## src/rtl/core/dffc_pkg.sv

```systemverilog
package dffc_pkg;

   typedef enum logic [1:0] {
      KIND_DEC32 = 2'd0,
      KIND_DEC40 = 2'd1,
      KIND_ENC32 = 2'd2,
      KIND_ENC40 = 2'd3
   } kind_type;

   localparam int OperandWidth = 64;
   localparam int FracWidth    = 52;
   localparam int DblBias      = 1023;
   localparam logic [7:0] ExpZero = 8'h80;
   localparam logic [7:0] ExpMax  = 8'h7F;

   // Stage 1 to stage 2: classified operand
   typedef struct packed {
      kind_type               kind;
      logic                   sign;
      logic                   is_zero;
      logic                   is_special;
      logic                   is_nan;
      logic                   is_denorm;
      logic [10:0]            bexp;
      logic [FracWidth-1:0]   frac;
      logic [5:0]             lead;
      logic [OperandWidth-1:0] operand;
   } dffc_s1_type;

   // Stage 2 to stage 3: normalised fraction, true exponent and decode result
   typedef struct packed {
      kind_type               kind;
      logic                   sign;
      logic                   is_zero;
      logic                   is_special;
      logic                   is_nan;
      logic signed [12:0]     exp;
      logic [FracWidth-1:0]   frac;
      logic [OperandWidth-1:0] dec_result;
   } dffc_s2_type;

endpackage

```

## src/rtl/core/dffc_classify.sv

```systemverilog
module dffc_classify (
   input  logic                      clock,
   input  logic                      reset,
   input  logic                      adv,
   input  logic                      in_valid,
   input  logic [1:0]                in_kind,
   input  logic [63:0]               in_operand,
   output logic                      out_valid,
   output dffc_pkg::dffc_s1_type     out_data
);

   logic                  valid_ff;
   dffc_pkg::dffc_s1_type data_ff, data_in;
   logic [5:0]            lead;

   // Find the highest set fraction bit for denormals
   always_comb begin
      lead = '0;
      for (int i = 0; i < 52; i++) begin
         if (in_operand[i]) lead = 6'(i);
      end
   end

   always_comb begin
      data_in.kind       = dffc_pkg::kind_type'(in_kind);
      data_in.sign       = in_operand[63];
      data_in.bexp       = in_operand[62:52];
      data_in.frac       = in_operand[51:0];
      data_in.is_zero    = (in_operand[62:0] == '0);
      data_in.is_special = (in_operand[62:52] == 11'h7FF);
      data_in.is_nan     = (in_operand[51:0] != '0);
      data_in.is_denorm  = (in_operand[62:52] == '0);
      data_in.lead       = lead;
      data_in.operand    = in_operand;
   end

   always_ff @(posedge clock) begin
      if (reset) begin
         valid_ff <= 1'b0;
      end else if (adv) begin
         valid_ff <= in_valid;
      end
   end

   always_ff @(posedge clock) begin
      if (adv) data_ff <= data_in;
   end

   assign out_valid = valid_ff;
   assign out_data  = data_ff;

endmodule

```

## src/rtl/core/dffc_normalise.sv

```systemverilog
module dffc_normalise (
   input  logic                      clock,
   input  logic                      reset,
   input  logic                      adv,
   input  logic                      in_valid,
   input  dffc_pkg::dffc_s1_type     in_data,
   output logic                      out_valid,
   output dffc_pkg::dffc_s2_type     out_data
);

   logic                  valid_ff;
   dffc_pkg::dffc_s2_type data_ff, data_in;
   logic                  dec40;
   logic [39:0]           word;
   logic signed [7:0]     dexp;
   logic                  dsign;
   logic [30:0]           dm;
   logic [30:0]           dneg;
   logic [51:0]           dfrac;
   logic signed [12:0]    dbe;
   logic [103:0]          shifted;

   always_comb begin
      dec40 = (in_data.kind == dffc_pkg::KIND_DEC40);
      word  = in_data.operand[39:0];
      if (dec40) begin
         dexp  = $signed(word[39:32]);
         dsign = word[31];
         dm    = word[30:0];
      end else begin
         dexp  = $signed(word[31:24]);
         dsign = word[23];
         dm    = {8'd0, word[22:0]};
      end
      dneg = (dec40 ? 31'h0 : 31'h0080_0000) - dm;
      if (!dec40) dneg = {8'd0, dneg[22:0]};
      dbe = 13'(dexp) + 13'sd1023;
      if (!dsign) begin
         dfrac = dec40 ? {dm, 21'd0} : {dm[22:0], 29'd0};
      end else if (dm == '0) begin
         dfrac = '0;
         dbe   = dbe + 13'sd1;
      end else begin
         dfrac = dec40 ? {dneg, 21'd0} : {dneg[22:0], 29'd0};
      end
      data_in.dec_result = (dexp == -8'sd128) ? 64'd0
                         : {dsign, dbe[10:0], dfrac};

      shifted = {52'd0, in_data.frac} << (7'd52 - {1'b0, in_data.lead});
      data_in.kind       = in_data.kind;
      data_in.sign       = in_data.sign;
      data_in.is_zero    = in_data.is_zero;
      data_in.is_special = in_data.is_special;
      data_in.is_nan     = in_data.is_nan;
      if (in_data.is_denorm) begin
         data_in.exp  = 13'($signed({7'd0, in_data.lead})) - 13'sd1074;
         data_in.frac = shifted[51:0];
      end else begin
         data_in.exp  = $signed({2'b00, in_data.bexp}) - 13'sd1023;
         data_in.frac = in_data.frac;
      end
   end

   always_ff @(posedge clock) begin
      if (reset) begin
         valid_ff <= 1'b0;
      end else if (adv) begin
         valid_ff <= in_valid;
      end
   end

   always_ff @(posedge clock) begin
      if (adv) data_ff <= data_in;
   end

   assign out_valid = valid_ff;
   assign out_data  = data_ff;

endmodule

```

## src/rtl/core/dffc_pack.sv

```systemverilog
module dffc_pack (
   input  logic                      clock,
   input  logic                      reset,
   input  logic                      adv,
   input  logic                      in_valid,
   input  dffc_pkg::dffc_s2_type     in_data,
   output logic                      out_valid,
   output logic [63:0]               out_result
);

   logic        valid_ff;
   logic [63:0] result_ff, result_in;
   logic        enc40;
   logic [52:0] base;
   logic [52:0] sum;
   logic [31:0] m;
   logic [7:0]  e8;

   always_comb begin
      enc40 = (in_data.kind == dffc_pkg::KIND_ENC40);
      base  = in_data.sign ? (53'h10_0000_0000_0000 - {1'b0, in_data.frac})
                           : {1'b0, in_data.frac};
      sum   = base + (enc40 ? 53'h10_0000 : 53'h1000_0000);
      m     = enc40 ? sum[52:21] : {8'd0, sum[52:29]};
      if (enc40) begin
         if (m > 32'h7FFF_FFFF) m = 32'h7FFF_FFFF;
      end else begin
         if (m > 32'h007F_FFFF) m = 32'h007F_FFFF;
      end
      if (in_data.exp < -13'sd127)     e8 = 8'h81;
      else if (in_data.exp > 13'sd127) e8 = dffc_pkg::ExpMax;
      else                              e8 = in_data.exp[7:0];

      case (in_data.kind)
         dffc_pkg::KIND_DEC32, dffc_pkg::KIND_DEC40: begin
            result_in = in_data.dec_result;
         end
         dffc_pkg::KIND_ENC32: begin
            if (in_data.is_zero)
               result_in = {32'd0, dffc_pkg::ExpZero, 24'd0};
            else if (in_data.is_special)
               result_in = {32'd0, dffc_pkg::ExpMax,
                            in_data.sign & ~in_data.is_nan, 23'd0};
            else
               result_in = {32'd0, e8, in_data.sign, m[22:0]};
         end
         default: begin
            if (in_data.is_zero)
               result_in = {24'd0, dffc_pkg::ExpZero, 32'd0};
            else if (in_data.is_special)
               result_in = {24'd0, dffc_pkg::ExpMax,
                            in_data.sign & ~in_data.is_nan, 31'd0};
            else
               result_in = {24'd0, e8, in_data.sign, m[30:0]};
         end
      endcase
   end

   always_ff @(posedge clock) begin
      if (reset) begin
         valid_ff <= 1'b0;
      end else if (adv) begin
         valid_ff <= in_valid;
      end
   end

   always_ff @(posedge clock) begin
      if (adv) result_ff <= result_in;
   end

   assign out_valid  = valid_ff;
   assign out_result = result_ff;

endmodule

```

## src/rtl/core/dsp_float_format_converter.sv

```systemverilog
// Converts single words between the DSP floating-point format (8-bit two's
// complement exponent, sign, 23- or 31-bit mantissa) and IEEE double bit
// patterns; req_kind picks decode32, decode40, encode32 or encode40. The
// converter is a three-stage pipeline (classify, normalise, pack) and takes
// one beat every cycle unless the pipe holds; each beat passes through the
// classify, normalise and pack registers in turn. The whole pipe holds while
// the output is stalled and its last stage is full, so req_stall follows
// rsp_stall only then; bubbles inside the pipe hold along with it. No
// configuration, no state beyond the pipe.
module dsp_float_format_converter (
   input  logic        clock,
   input  logic        reset,
   input  logic        req_valid,
   output logic        req_stall,
   input  logic [1:0]  req_kind,
   input  logic [63:0] req_operand,
   output logic        rsp_valid,
   input  logic        rsp_stall,
   output logic [63:0] rsp_result
);

   logic                  adv;
   logic                  s1_valid, s2_valid;
   dffc_pkg::dffc_s1_type s1_data;
   dffc_pkg::dffc_s2_type s2_data;

   // Advance the pipe unless a finished beat waits on a stalled output
   assign adv       = ~(rsp_valid & rsp_stall);
   assign req_stall = ~adv;

   dffc_classify u_classify (
      .clock(clock), .reset(reset), .adv(adv),
      .in_valid(req_valid), .in_kind(req_kind), .in_operand(req_operand),
      .out_valid(s1_valid), .out_data(s1_data)
   );

   dffc_normalise u_normalise (
      .clock(clock), .reset(reset), .adv(adv),
      .in_valid(s1_valid), .in_data(s1_data),
      .out_valid(s2_valid), .out_data(s2_data)
   );

   dffc_pack u_pack (
      .clock(clock), .reset(reset), .adv(adv),
      .in_valid(s2_valid), .in_data(s2_data),
      .out_valid(rsp_valid), .out_result(rsp_result)
   );

`ifndef NO_ASSERTIONS
   a_hold_stalled: assert property (@(posedge clock) disable iff (reset)
      rsp_valid && rsp_stall |=> rsp_valid && $stable(rsp_result))
      else $error("stalled result changed");
   a_stall_only_full: assert property (@(posedge clock) disable iff (reset)
      req_stall |-> rsp_valid)
      else $error("input stalled with empty output");
   a_latency: assert property (@(posedge clock) disable iff (reset)
      req_valid && !req_stall ##1 !req_stall ##1 !req_stall |=> rsp_valid)
      else $error("beat lost in pipe");
`endif

endmodule

```

## config.mk

```make
export PLATFORM = sky130hd
export DESIGN_NAME = dsp_float_format_converter
export DESIGN_NICKNAME = d
export VERILOG_FILES = /design/src/rtl/core/dffc_pkg.sv /design/src/rtl/core/dffc_classify.sv /design/src/rtl/core/dffc_normalise.sv /design/src/rtl/core/dffc_pack.sv /design/src/rtl/core/dsp_float_format_converter.sv
export SDC_FILE = /design/constraint.sdc
export NUM_CORES = 1
export LEC_CHECK = 0
export ABC_AREA = 1
export ABC_CLOCK_PERIOD_IN_PS = 12300
export BUFFER_PORTS_ARGS = -buffer_cell sky130_fd_sc_hd__buf_4
export CAP_MARGIN = 10
export CELL_PAD_IN_SITES_DETAIL_PLACEMENT = 0
export CELL_PAD_IN_SITES_GLOBAL_PLACEMENT = 1
export CORE_MARGIN = 1
export CORE_UTILIZATION = 49
export DETAILED_ROUTE_END_ITERATION = 10
export PLACE_DENSITY_LB_ADDON = 0.08
export REMOVE_ABC_BUFFERS = 1
export SLEW_MARGIN = 30
export SYNTH_ARGS = -nofsm -noshare
export SYNTH_HDL_FRONTEND = slang
export SYNTH_HIERARCHICAL = 1
export SYNTH_SLANG_ARGS = --single-unit
```

## constraint.sdc

```tcl
create_clock -name clock -period 12.3 [get_ports clock]
set_input_delay 1.845 -clock clock [delete_from_list [all_inputs] [get_ports clock]]
set_output_delay 1.845 -clock clock [all_outputs]
set_load 0.02 [all_outputs]
```

==> flow_metrics.env, run 1 <==
export IMPL_postSynth_asyncResetShare_pct=0
export IMPL_postCtsSetupBuffers=0
export IMPL_setup_worst_path_class="input port to output port"
export IMPL_synthesis_area_mm2=0.0193
export IMPL_netlist_top_cells_area="edfxtp_1, nand2_1, nand3_1"
export IMPL_die_h_um=200
export IMPL_grt_overflow=0
export IMPL_tightestPinTransition_ns=0.973
export IMPL_status="finished clean"
export IMPL_drive_above_1_share_pct=11.8
export IMPL_yosysWarnings=6
export IMPL_core_area_mm2=0.0387
export IMPL_final_common_cell="nand2_1"
export IMPL_drv_cap=0
export IMPL_grt_pass1_wl_um=97900
export IMPL_cts_tree="yes"
export IMPL_ys_types=63
export IMPL_drtPass1Iterations=6
export IMPL_worstPathMaxFanout=97
export IMPL_routabilityCongestion=0.996
export IMPL_clk_pin_slew_ns=0.06
export IMPL_required_ns=10.45
export IMPL_final_cell_mix="nand2_1, nand3_1, nor2_1"
export IMPL_via_per_inst=5.56
export IMPL_vdd_drop_max_uv=113
export IMPL_post_route_period_util_pct=37.1
export IMPL_power_density_mw_per_mm2=123
export IMPL_drc=0
export IMPL_period_minus_slack_ns=4.56
export IMPL_min_from="u_classify/out_data[137]"
export IMPL_r2r_setup_slack_ns=7.95
export IMPL_synth_edf_count=253
export IMPL_synth_top_cell_area_share_pct=39.5
export IMPL_slew_viol_final=0
export IMPL_synth_seq_cells=256
export IMPL_syn_inst=2712
export IMPL_synth_ff_type="edfxtp_1"
export IMPL_relSlewSlack_pct=35.1
export IMPL_synth_area_per_cell_um2=7.10
export IMPL_grt_max_degree=98
export IMPL_hpwlAfterDp_um=48400
export IMPL_worstHoldPathType="flip-flop to flip-flop"
export IMPL_worst_setup_path_end_kind="output port"
export IMPL_drtAntennaViolNets=0
export IMPL_grt_antenna_before_repair=1
export IMPL_rsz0062_at_grt="no"
export IMPL_cts_sinks=256
export IMPL_cts_buffer_depth=3
export IMPL_finalSetupTns_ns=0
export IMPL_wl_um=63200
export IMPL_rows=72
export IMPL_nets=2807
export IMPL_finalHoldViolCount=0
export IMPL_wire_per_inst_um=19.3
export IMPL_initial_utilization_pct=49.7
export IMPL_setup_violations=0
export IMPL_cp_arrival_ns=2.72
export IMPL_cts_resized=0
export IMPL_n_antenna_cell=0
export IMPL_ios=136
export IMPL_drtIter0Drc=1822
export IMPL_yosysSeqAreaShare_pct=39.8
export IMPL_numCtsBuffers=28
export IMPL_root_buffer="clkbuf_16"
export IMPL_clkLatencyLatePin_ns=0.56
export IMPL_yosys_area_top_type="edfxtp_1"
export IMPL_placement_io_buffers=135
export IMPL_die_area_mm2=0.0401
export IMPL_crit_start="rsp_stall"
export IMPL_syn_to_final_growth_pct=8.98
export IMPL_p_leak_uw=0.00952
export IMPL_gr_usage_all_layers_pct=31.4
export IMPL_dr_total_vias=18200
export IMPL_worst_setup_path_start_kind="input port"
export IMPL_r2r_start="u_classify/out_data[64]"
export IMPL_grt_pass1_vias=17400
export IMPL_utilization_pct=54.2
export IMPL_htreeDepth=1
export IMPL_skew_ns=0.0202
export IMPL_cts_hold_buf=0
export IMPL_max_freq_mhz=219
export IMPL_die_w_um=200
[layout make-up]
cell class / count / area [um2]
repair buffers: 154 / 1180
clock buffers: 33 / 741
multi-input cells: 2030 / 9640
flip-flops and latches: 256 / 7660
well taps: 518 / 648
clock inverters: 19 / 151
fillers: 3863 / 17800
inverters: 257 / 966
[flip-flops by register name, indices dropped and copies added, names as in the netlist]
| register | count |
|---|---|
| u_normalise/out_data | 113 |
| u_classify/out_data | 76 |
| u_pack/out_result | 64 |
| u_classify/out_valid | 1 |
| u_normalise/out_valid | 1 |
| u_pack/out_valid | 1 |
[critical path: stages]
cell and delay (ns):
buf_4 0.13, nand2_8 0.50, inv_2 0.04, buf_4 0.17
[logic make-up (layout without fill, tap and decap cells)]
kind of cell	after synthesis	after routing	synth area share (%)
buffers and inverters	446	463	10.8
AO/OA/AOI/OAI	321	321	9.61
flip-flops	256	256	39.8
multiplexers	3	3	0.156
adder cells (fa/ha/maj)	10	10	0.650
XOR/XNOR	46	46	2.27
other	1	21	0.0195
AND/OR/NAND/NOR	1629	1629	36.7
[stage by stage]
stage	setup slack, ns	cell area (um2)	instances	hold slack, ns	total power [uW]
detailed placement	7.70	20100	3214	0.413	1760
global placement	7.66	20100	3214	0.425	1760
finish	7.74	21000	3267	0.430	2580
CTS	7.74	20900	3266	0.436	2580
floorplan	5.25	18200	2543	0.400	1520
global route	7.65	21000	3267	0.444	2690
[power breakdown]
part           leakage [uW]  internal (uW)  switching [uW]
clock network      0.000434            471             344
logic               0.00634            206             441
registers           0.00275           1050            62.6
total               0.00952           1730             847
[path summary, 6_finish.rpt]
path | cells past startpoint | end
max | 4 | req_stall
min | 0 | u_normalise/out_data[132]
max reg2reg | 13 | u_normalise/out_data[108]
min reg2reg | 0 | u_normalise/out_data[132]
[cell usage after synthesis (3+ instances only)]
cell,n
a21oi_1,67
a21oi_2,4
a22o_1,6
a22oi_1,4
a31oi_1,5
buf_1,7
buf_2,37
buf_4,90
buf_6,3
clkbuf_1,52
clkinv_1,3
dfxtp_1,3
edfxtp_1,253
ha_1,10
inv_1,232
inv_2,21
mux2i_1,3
nand2_1,869
nand2_2,33
nand2_4,5
nand3_1,341
nand3_2,8
nand3b_1,10
nand4_1,22
nor2_1,268
nor2_2,21
nor2_4,8
nor3_1,20
nor4_1,4
o211ai_1,17
o21ai_0,143
o21ai_1,30
o21ai_2,7
o21ai_4,3
o22ai_1,21
or2_2,5
or4_1,3
xnor2_1,12
xor2_1,31
[per-layer routing]
layer	part of all wire [%]	global-route usage (%)	wire, um	vias up
li1	-	-	-	8888
met1	41	41.5	26000	8335
met2	46	51.0	29000	792
met3	8.1	4.65	5140	161
met4	4.7	13.7	2980	2
met5	0.019	0	12	-
Note: power is estimated with default switching activity, not from simulation.
==> run 2: changes to the inputs <==
Settings changed: ABC_CLOCK_PERIOD_IN_PS 12300 to 4750, CORE_UTILIZATION 49 to 45.
Clock period 12.3 ns to 4.75 ns, I/O delays scaled along.
==> flow_metrics.env, run 2 (same netlist as run 1, synthesis figures left out) <==
export IMPL_status="finished clean"
export IMPL_drive_above_1_share_pct=12.2
export IMPL_wl_um=66400
export IMPL_min_from="reset"
export IMPL_root_buffer="clkbuf_16"
export IMPL_fin_area_mm2=0.0211
export IMPL_vdd_drop_max_uv=263
export IMPL_worstPathMaxFanout=70
export IMPL_p_leak_uw=0.00959
export IMPL_rsz0062_at_grt="no"
export IMPL_grt_pass1_wl_um=101000
export IMPL_postCtsSetupBuffers=0
export IMPL_core_area_mm2=0.0420
export IMPL_routabilityCongestion=0.972
export IMPL_skew_ns=0.0437
export IMPL_slowest_delay_ns=0.89
export IMPL_n_antenna_cell=0
export IMPL_initial_utilization_pct=45.8
export IMPL_crit_family="simple AND/OR/NAND/NOR gates"
export IMPL_gr_usage_all_layers_pct=30.2
export IMPL_worst_setup_path_end_kind="flip-flop"
export IMPL_reg2reg_depth=6
export IMPL_nets=2816
export IMPL_cts_tree="yes"
export IMPL_grt_overflow=0
export IMPL_post_route_period_util_pct=78.1
export IMPL_dpl_instance_area_mm2=0.0201
export IMPL_via_per_inst=5.55
export IMPL_htreeDepth=1
export IMPL_clkPwrFrac_pct=33.7
export IMPL_cp_arrival_ns=4.00
export IMPL_hold_depth=2
export IMPL_cts_hold_buf=0
export IMPL_grt_max_degree=108
export IMPL_max_freq_mhz=269
export IMPL_drtPass1Iterations=6
export IMPL_p_int_uw=4610
export IMPL_wire_per_inst_um=20.1
export IMPL_tightestPinTransition_ns=0.976
export IMPL_drc=0
export IMPL_finalSetupTns_ns=0
export IMPL_required_ns=5.04
export IMPL_ios=136
export IMPL_cts_resized=0
export IMPL_clkLatencyLatePin_ns=0.61
export IMPL_setup_violations=0
export IMPL_path_cells="nand2_4 -> nor2_1 -> a21oi_4 -> clkinv_1 -> nor3_1 -> nor4_1"
export IMPL_cts_sinks=256
export IMPL_setup_worst_path_class="flip-flop to flip-flop"
export IMPL_r2r_setup_slack_ns=1.04
export IMPL_drtIter0Drc=1934
export IMPL_dr_total_vias=18300
export IMPL_slew_viol_final=0
export IMPL_p_sw_share_pct=33.3
export IMPL_die_h_um=209
export IMPL_drv_cap=0
export IMPL_die_area_mm2=0.0436
export IMPL_placement_io_buffers=135
export IMPL_hold_end="u_classify/out_valid"
export IMPL_numCtsBuffers=31
export IMPL_largest_reg_flops=113
export IMPL_worst_setup_path_start_kind="flip-flop"
export IMPL_grt_antenna_before_repair=0
export IMPL_r2r_start="u_classify/out_data[138]"
export IMPL_drtAntennaViolNets=0
export IMPL_layout_area_seq_mm2=0.00766
export IMPL_clk_pin_slew_ns=0.06
export IMPL_worstHoldPathType="input port to flip-flop"
export IMPL_relSlewSlack_pct=34.5
export IMPL_finalHoldViolCount=0
export IMPL_p_seq_share_pct=41.7
export IMPL_num_fill_cells=4252
export IMPL_rows=75
export IMPL_syn_to_final_growth_pct=9.75
export IMPL_final_cell_mix="nand2_1, nand3_1, nor2_1"
export IMPL_crit_slowest_cell="clkinv_1"
export IMPL_r2r_end="u_normalise/out_data[29]"
export IMPL_die_w_um=209
export IMPL_multi_input_area_mm2=0.00963
export IMPL_hpwlAfterDp_um=51100
export IMPL_period_minus_slack_ns=3.71
export IMPL_grt_pass1_vias=17300
export IMPL_final_common_cell="nand2_1"
export IMPL_p_sw_uw=2300
export IMPL_pwr_share_comb_pct=24.5
export IMPL_cts_buffer_depth=3
export IMPL_cp_buffers_inverters=1
export IMPL_power_density_mw_per_mm2=327
==> run 2: changes by cell type in the layout (fill, tap and decap cells not counted), sizes merged <==
cell    delta
buf        +6
bufinv     +1
clkbuf     +3
clkinv     -3
inv        +2
==> run 2: worst max-delay path by stage <==
stage	from	end	cells past startpoint
floorplan	u_classify/out_data[64]	u_normalise/out_data[98]	10
global placement	req_operand[1]	u_classify/out_data[64]	49
detailed placement	req_operand[1]	u_classify/out_data[64]	49
CTS	u_classify/out_data[138]	u_normalise/out_data[41]	6
global route	u_classify/out_data[138]	u_normalise/out_data[29]	6
finish	u_classify/out_data[138]	u_normalise/out_data[29]	6
==> run 2: through the flow <==
stage / setup WS, ns / std cells / hold WS [ns] / total power [uW] / utilization [%]
after floorplan: -0.519 / 2543 / 0.400 / 3940 / -
after global placement: 1.17 / 3242 / 0.408 / 4580 / 47.9
after detailed placement: 1.26 / 3242 / 0.416 / 4590 / 47.9
after CTS: 1.35 / 3297 / 0.257 / 6920 / 50.3
after global routing: 0.949 / 3297 / 0.269 / 7210 / 50.3
final: 1.04 / 3297 / 0.286 / 6920 / 50.3
==> run 2: power groups by stage <==
stage	logic [uW]	registers (uW)	clock network, uW
after floorplan	965	2970	0
after global placement	1660	2920	0
after detailed placement	1660	2930	0
after CTS	1670	2890	2370
after global routing	1860	2910	2450
final	1700	2890	2330
==> run 2: metal layers <==
metal	GRT usage [%]	part of all wire [%]	vias to the layer above
met4	11.7	3.8	0
met5	0	0	-
met1	41.2	43	8482
met3	4.58	7.7	118
li1	-	-	8911
met2	48.3	45	771
==> run 2: layout make-up <==
cell class | count | area share [%]
Multi-Input combinational cell | 2030 | 45.6
Sequential cell | 256 | 36.2
Timing Repair Buffer | 160 | 5.74
Inverter | 257 | 4.57
Clock buffer | 36 | 3.76
Tap cell | 539 | 3.19
Clock inverter | 19 | 0.918
==> run 2: worst register-to-register path, delay by kind of cell, from the launching register on <==
family                 cells  cell delay (ns)
flip-flops                 1             0.60
buffers and inverters      1             0.89
AND/OR/NAND/NOR            4             1.51
AO/OA/AOI/OAI              1             0.40
==> run 3: changes to the inputs <==
Settings changed: ABC_CLOCK_PERIOD_IN_PS 4750 to 3350, CORE_UTILIZATION 45 to 41.
Clock period 4.75 ns to 3.35 ns, I/O delays scaled along.
==> flow_metrics.env, run 3 (same netlist as run 1, synthesis figures left out) <==
export IMPL_grt_max_degree=89
export IMPL_drive_above_1_share_pct=14.8
export IMPL_finalHoldViolCount=0
export IMPL_root_buffer="clkbuf_16"
export IMPL_ios=136
export IMPL_final_common_cell="nand2_1"
export IMPL_grt_antenna_before_repair=1
export IMPL_vdd_drop_max_uv=477
export IMPL_dr_total_vias=18200
export IMPL_cts_tree="yes"
export IMPL_drv_cap=0
export IMPL_p_leak_uw=0.00993
export IMPL_syn_to_final_growth_pct=13.5
export IMPL_worstHoldPathType="input port to flip-flop"
export IMPL_power_density_mw_per_mm2=458
export IMPL_gr_usage_all_layers_pct=28.1
export IMPL_crit_slowest_cell="edfxtp_1"
export IMPL_grt_overflow=0
export IMPL_rows=79
export IMPL_num_fill_cells=4837
export IMPL_nets=2882
export IMPL_wire_per_inst_um=19.6
export IMPL_skew_ns=0.0269
export IMPL_clkLatencyLatePin_ns=0.59
export IMPL_cts_sinks=256
export IMPL_clk_pin_slew_ns=0.06
export IMPL_path_cells="nor2_1 -> nand2_1 -> nor2_1 -> nand2_1 -> o21ai_4 -> xor2_1 -> ha_1 -> nand2_1 -> nor2_1 -> nand3_1 -> nand2_2 -> nand3_1 -> nand3_1 -> nand2_1 -> nor2_2 -> nand3_1 -> nand3_1 -> nand2_1"
export IMPL_htreeDepth=1
export IMPL_final_cell_mix="nand2_1, nand3_1, nor2_1"
export IMPL_routabilityCongestion=0.935
export IMPL_post_route_period_util_pct=91.9
export IMPL_die_h_um=219
export IMPL_worst_setup_path_start_kind="flip-flop"
export IMPL_initial_utilization_pct=41.4
export IMPL_relSlewSlack_pct=48.2
export IMPL_setup_worst_path_class="flip-flop to flip-flop"
export IMPL_drc=0
export IMPL_via_per_inst=5.30
export IMPL_required_ns=3.68
export IMPL_grt_pass1_vias=16800
export IMPL_tightestPinTransition_ns=0.776
export IMPL_numCtsBuffers=30
export IMPL_hpwlAfterDp_um=53800
export IMPL_power_uw=10000
export IMPL_drtPass1Iterations=5
export IMPL_status="finished clean"
export IMPL_max_freq_mhz=325
export IMPL_grt_pass1_wl_um=101000
export IMPL_n_antenna_cell=0
export IMPL_placement_io_buffers=135
export IMPL_cp_arrival_ns=3.41
export IMPL_die_area_mm2=0.0478
export IMPL_die_w_um=219
export IMPL_core_area_mm2=0.0465
export IMPL_slowest_delay_ns=0.42
export IMPL_worst_setup_path_end_kind="flip-flop"
export IMPL_worstPathMaxFanout=4
export IMPL_largest_reg_flops=113
export IMPL_setup_violations=0
export IMPL_drtIter0Drc=1751
export IMPL_slew_viol_final=0
export IMPL_drtAntennaViolNets=0
export IMPL_period_minus_slack_ns=3.08
export IMPL_cts_hold_buf=0
export IMPL_cts_buffer_depth=3
export IMPL_utilization_pct=47.0
export IMPL_wl_um=67300
export IMPL_hold_slack_ns=0.0851
[run 3: cell types whose count changed in the layout (fill, tap and decap cells not counted), moves of 3 or more]
cell     before  now
nand2_2      32   35
nor2_2       21   26
nor2_1      268  261
nand2_1     869  866
buf_4       159  224
[run 3: critical path: cells and delay by family (launching register included)]
family	cells	cell delay (ns)
DFF	1	0.42
AOI/OAI and AO/OA	1	0.20
xor gates and xnor gates	1	0.11
adders and majority gates	1	0.35
and+or+nand+nor	15	1.74
[run 3: routing by layer]
layer | vias up | global-route usage, % | share of wire [%]
met2 | 578 | 46.2 | 47
met1 | 8488 | 39.1 | 45
li1 | 9039 | - | -
met5 | - | 0 | 0
met4 | 0 | 7.20 | 2.6
met3 | 90 | 3.22 | 5.3
[run 3: area by class of cell]
class                      count  area (um2)  area share (%)
multi-input combinational   2030        9700            44.4
sequential                   256        7660            35.1
timing repair buffer         227        1740            7.97
inverter                     257         966            4.42
clock buffer                  34         787            3.60
tap                          607         759            3.48
clock inverter                21         230            1.05
[run 3: report_power, final]
group          total [uW]  internal (uW)  switching [uW]
registers            4070           3860             208
logic                2560            853            1710
clock network        3380           2000            1380
total               10000           6710            3300
[run 3: what timing repair did]
action,in CTS,in global routing
resized for setup,0,19
setup endpoints to repair,0,14
setup buffers,0,2
[run 3: metrics by stage]
step	cells	cell area [um2]	setup WS [ns]	setup TNS (ns)
finish	3432	21800	0.270	0
global route	3432	21800	-0.0347	-0.0556
CTS	3430	21800	0.131	0
detailed placement	3375	20700	-0.0249	-0.0249
global placement	3375	20700	-0.119	-0.119
floorplan	2543	18200	-1.92	-282.02
[run 3: worst paths after layout]
check	from	end	slack, ns	cells after the start
setup reg to reg	u_normalise/out_data[90]	u_pack/out_result[5]	0.27	18
setup / recovery	u_normalise/out_data[90]	u_pack/out_result[5]	0.27	18
hold reg to reg	u_classify/out_data[137]	u_normalise/out_data[132]	0.44	0
hold / removal	reset	u_pack/out_valid	0.09	2
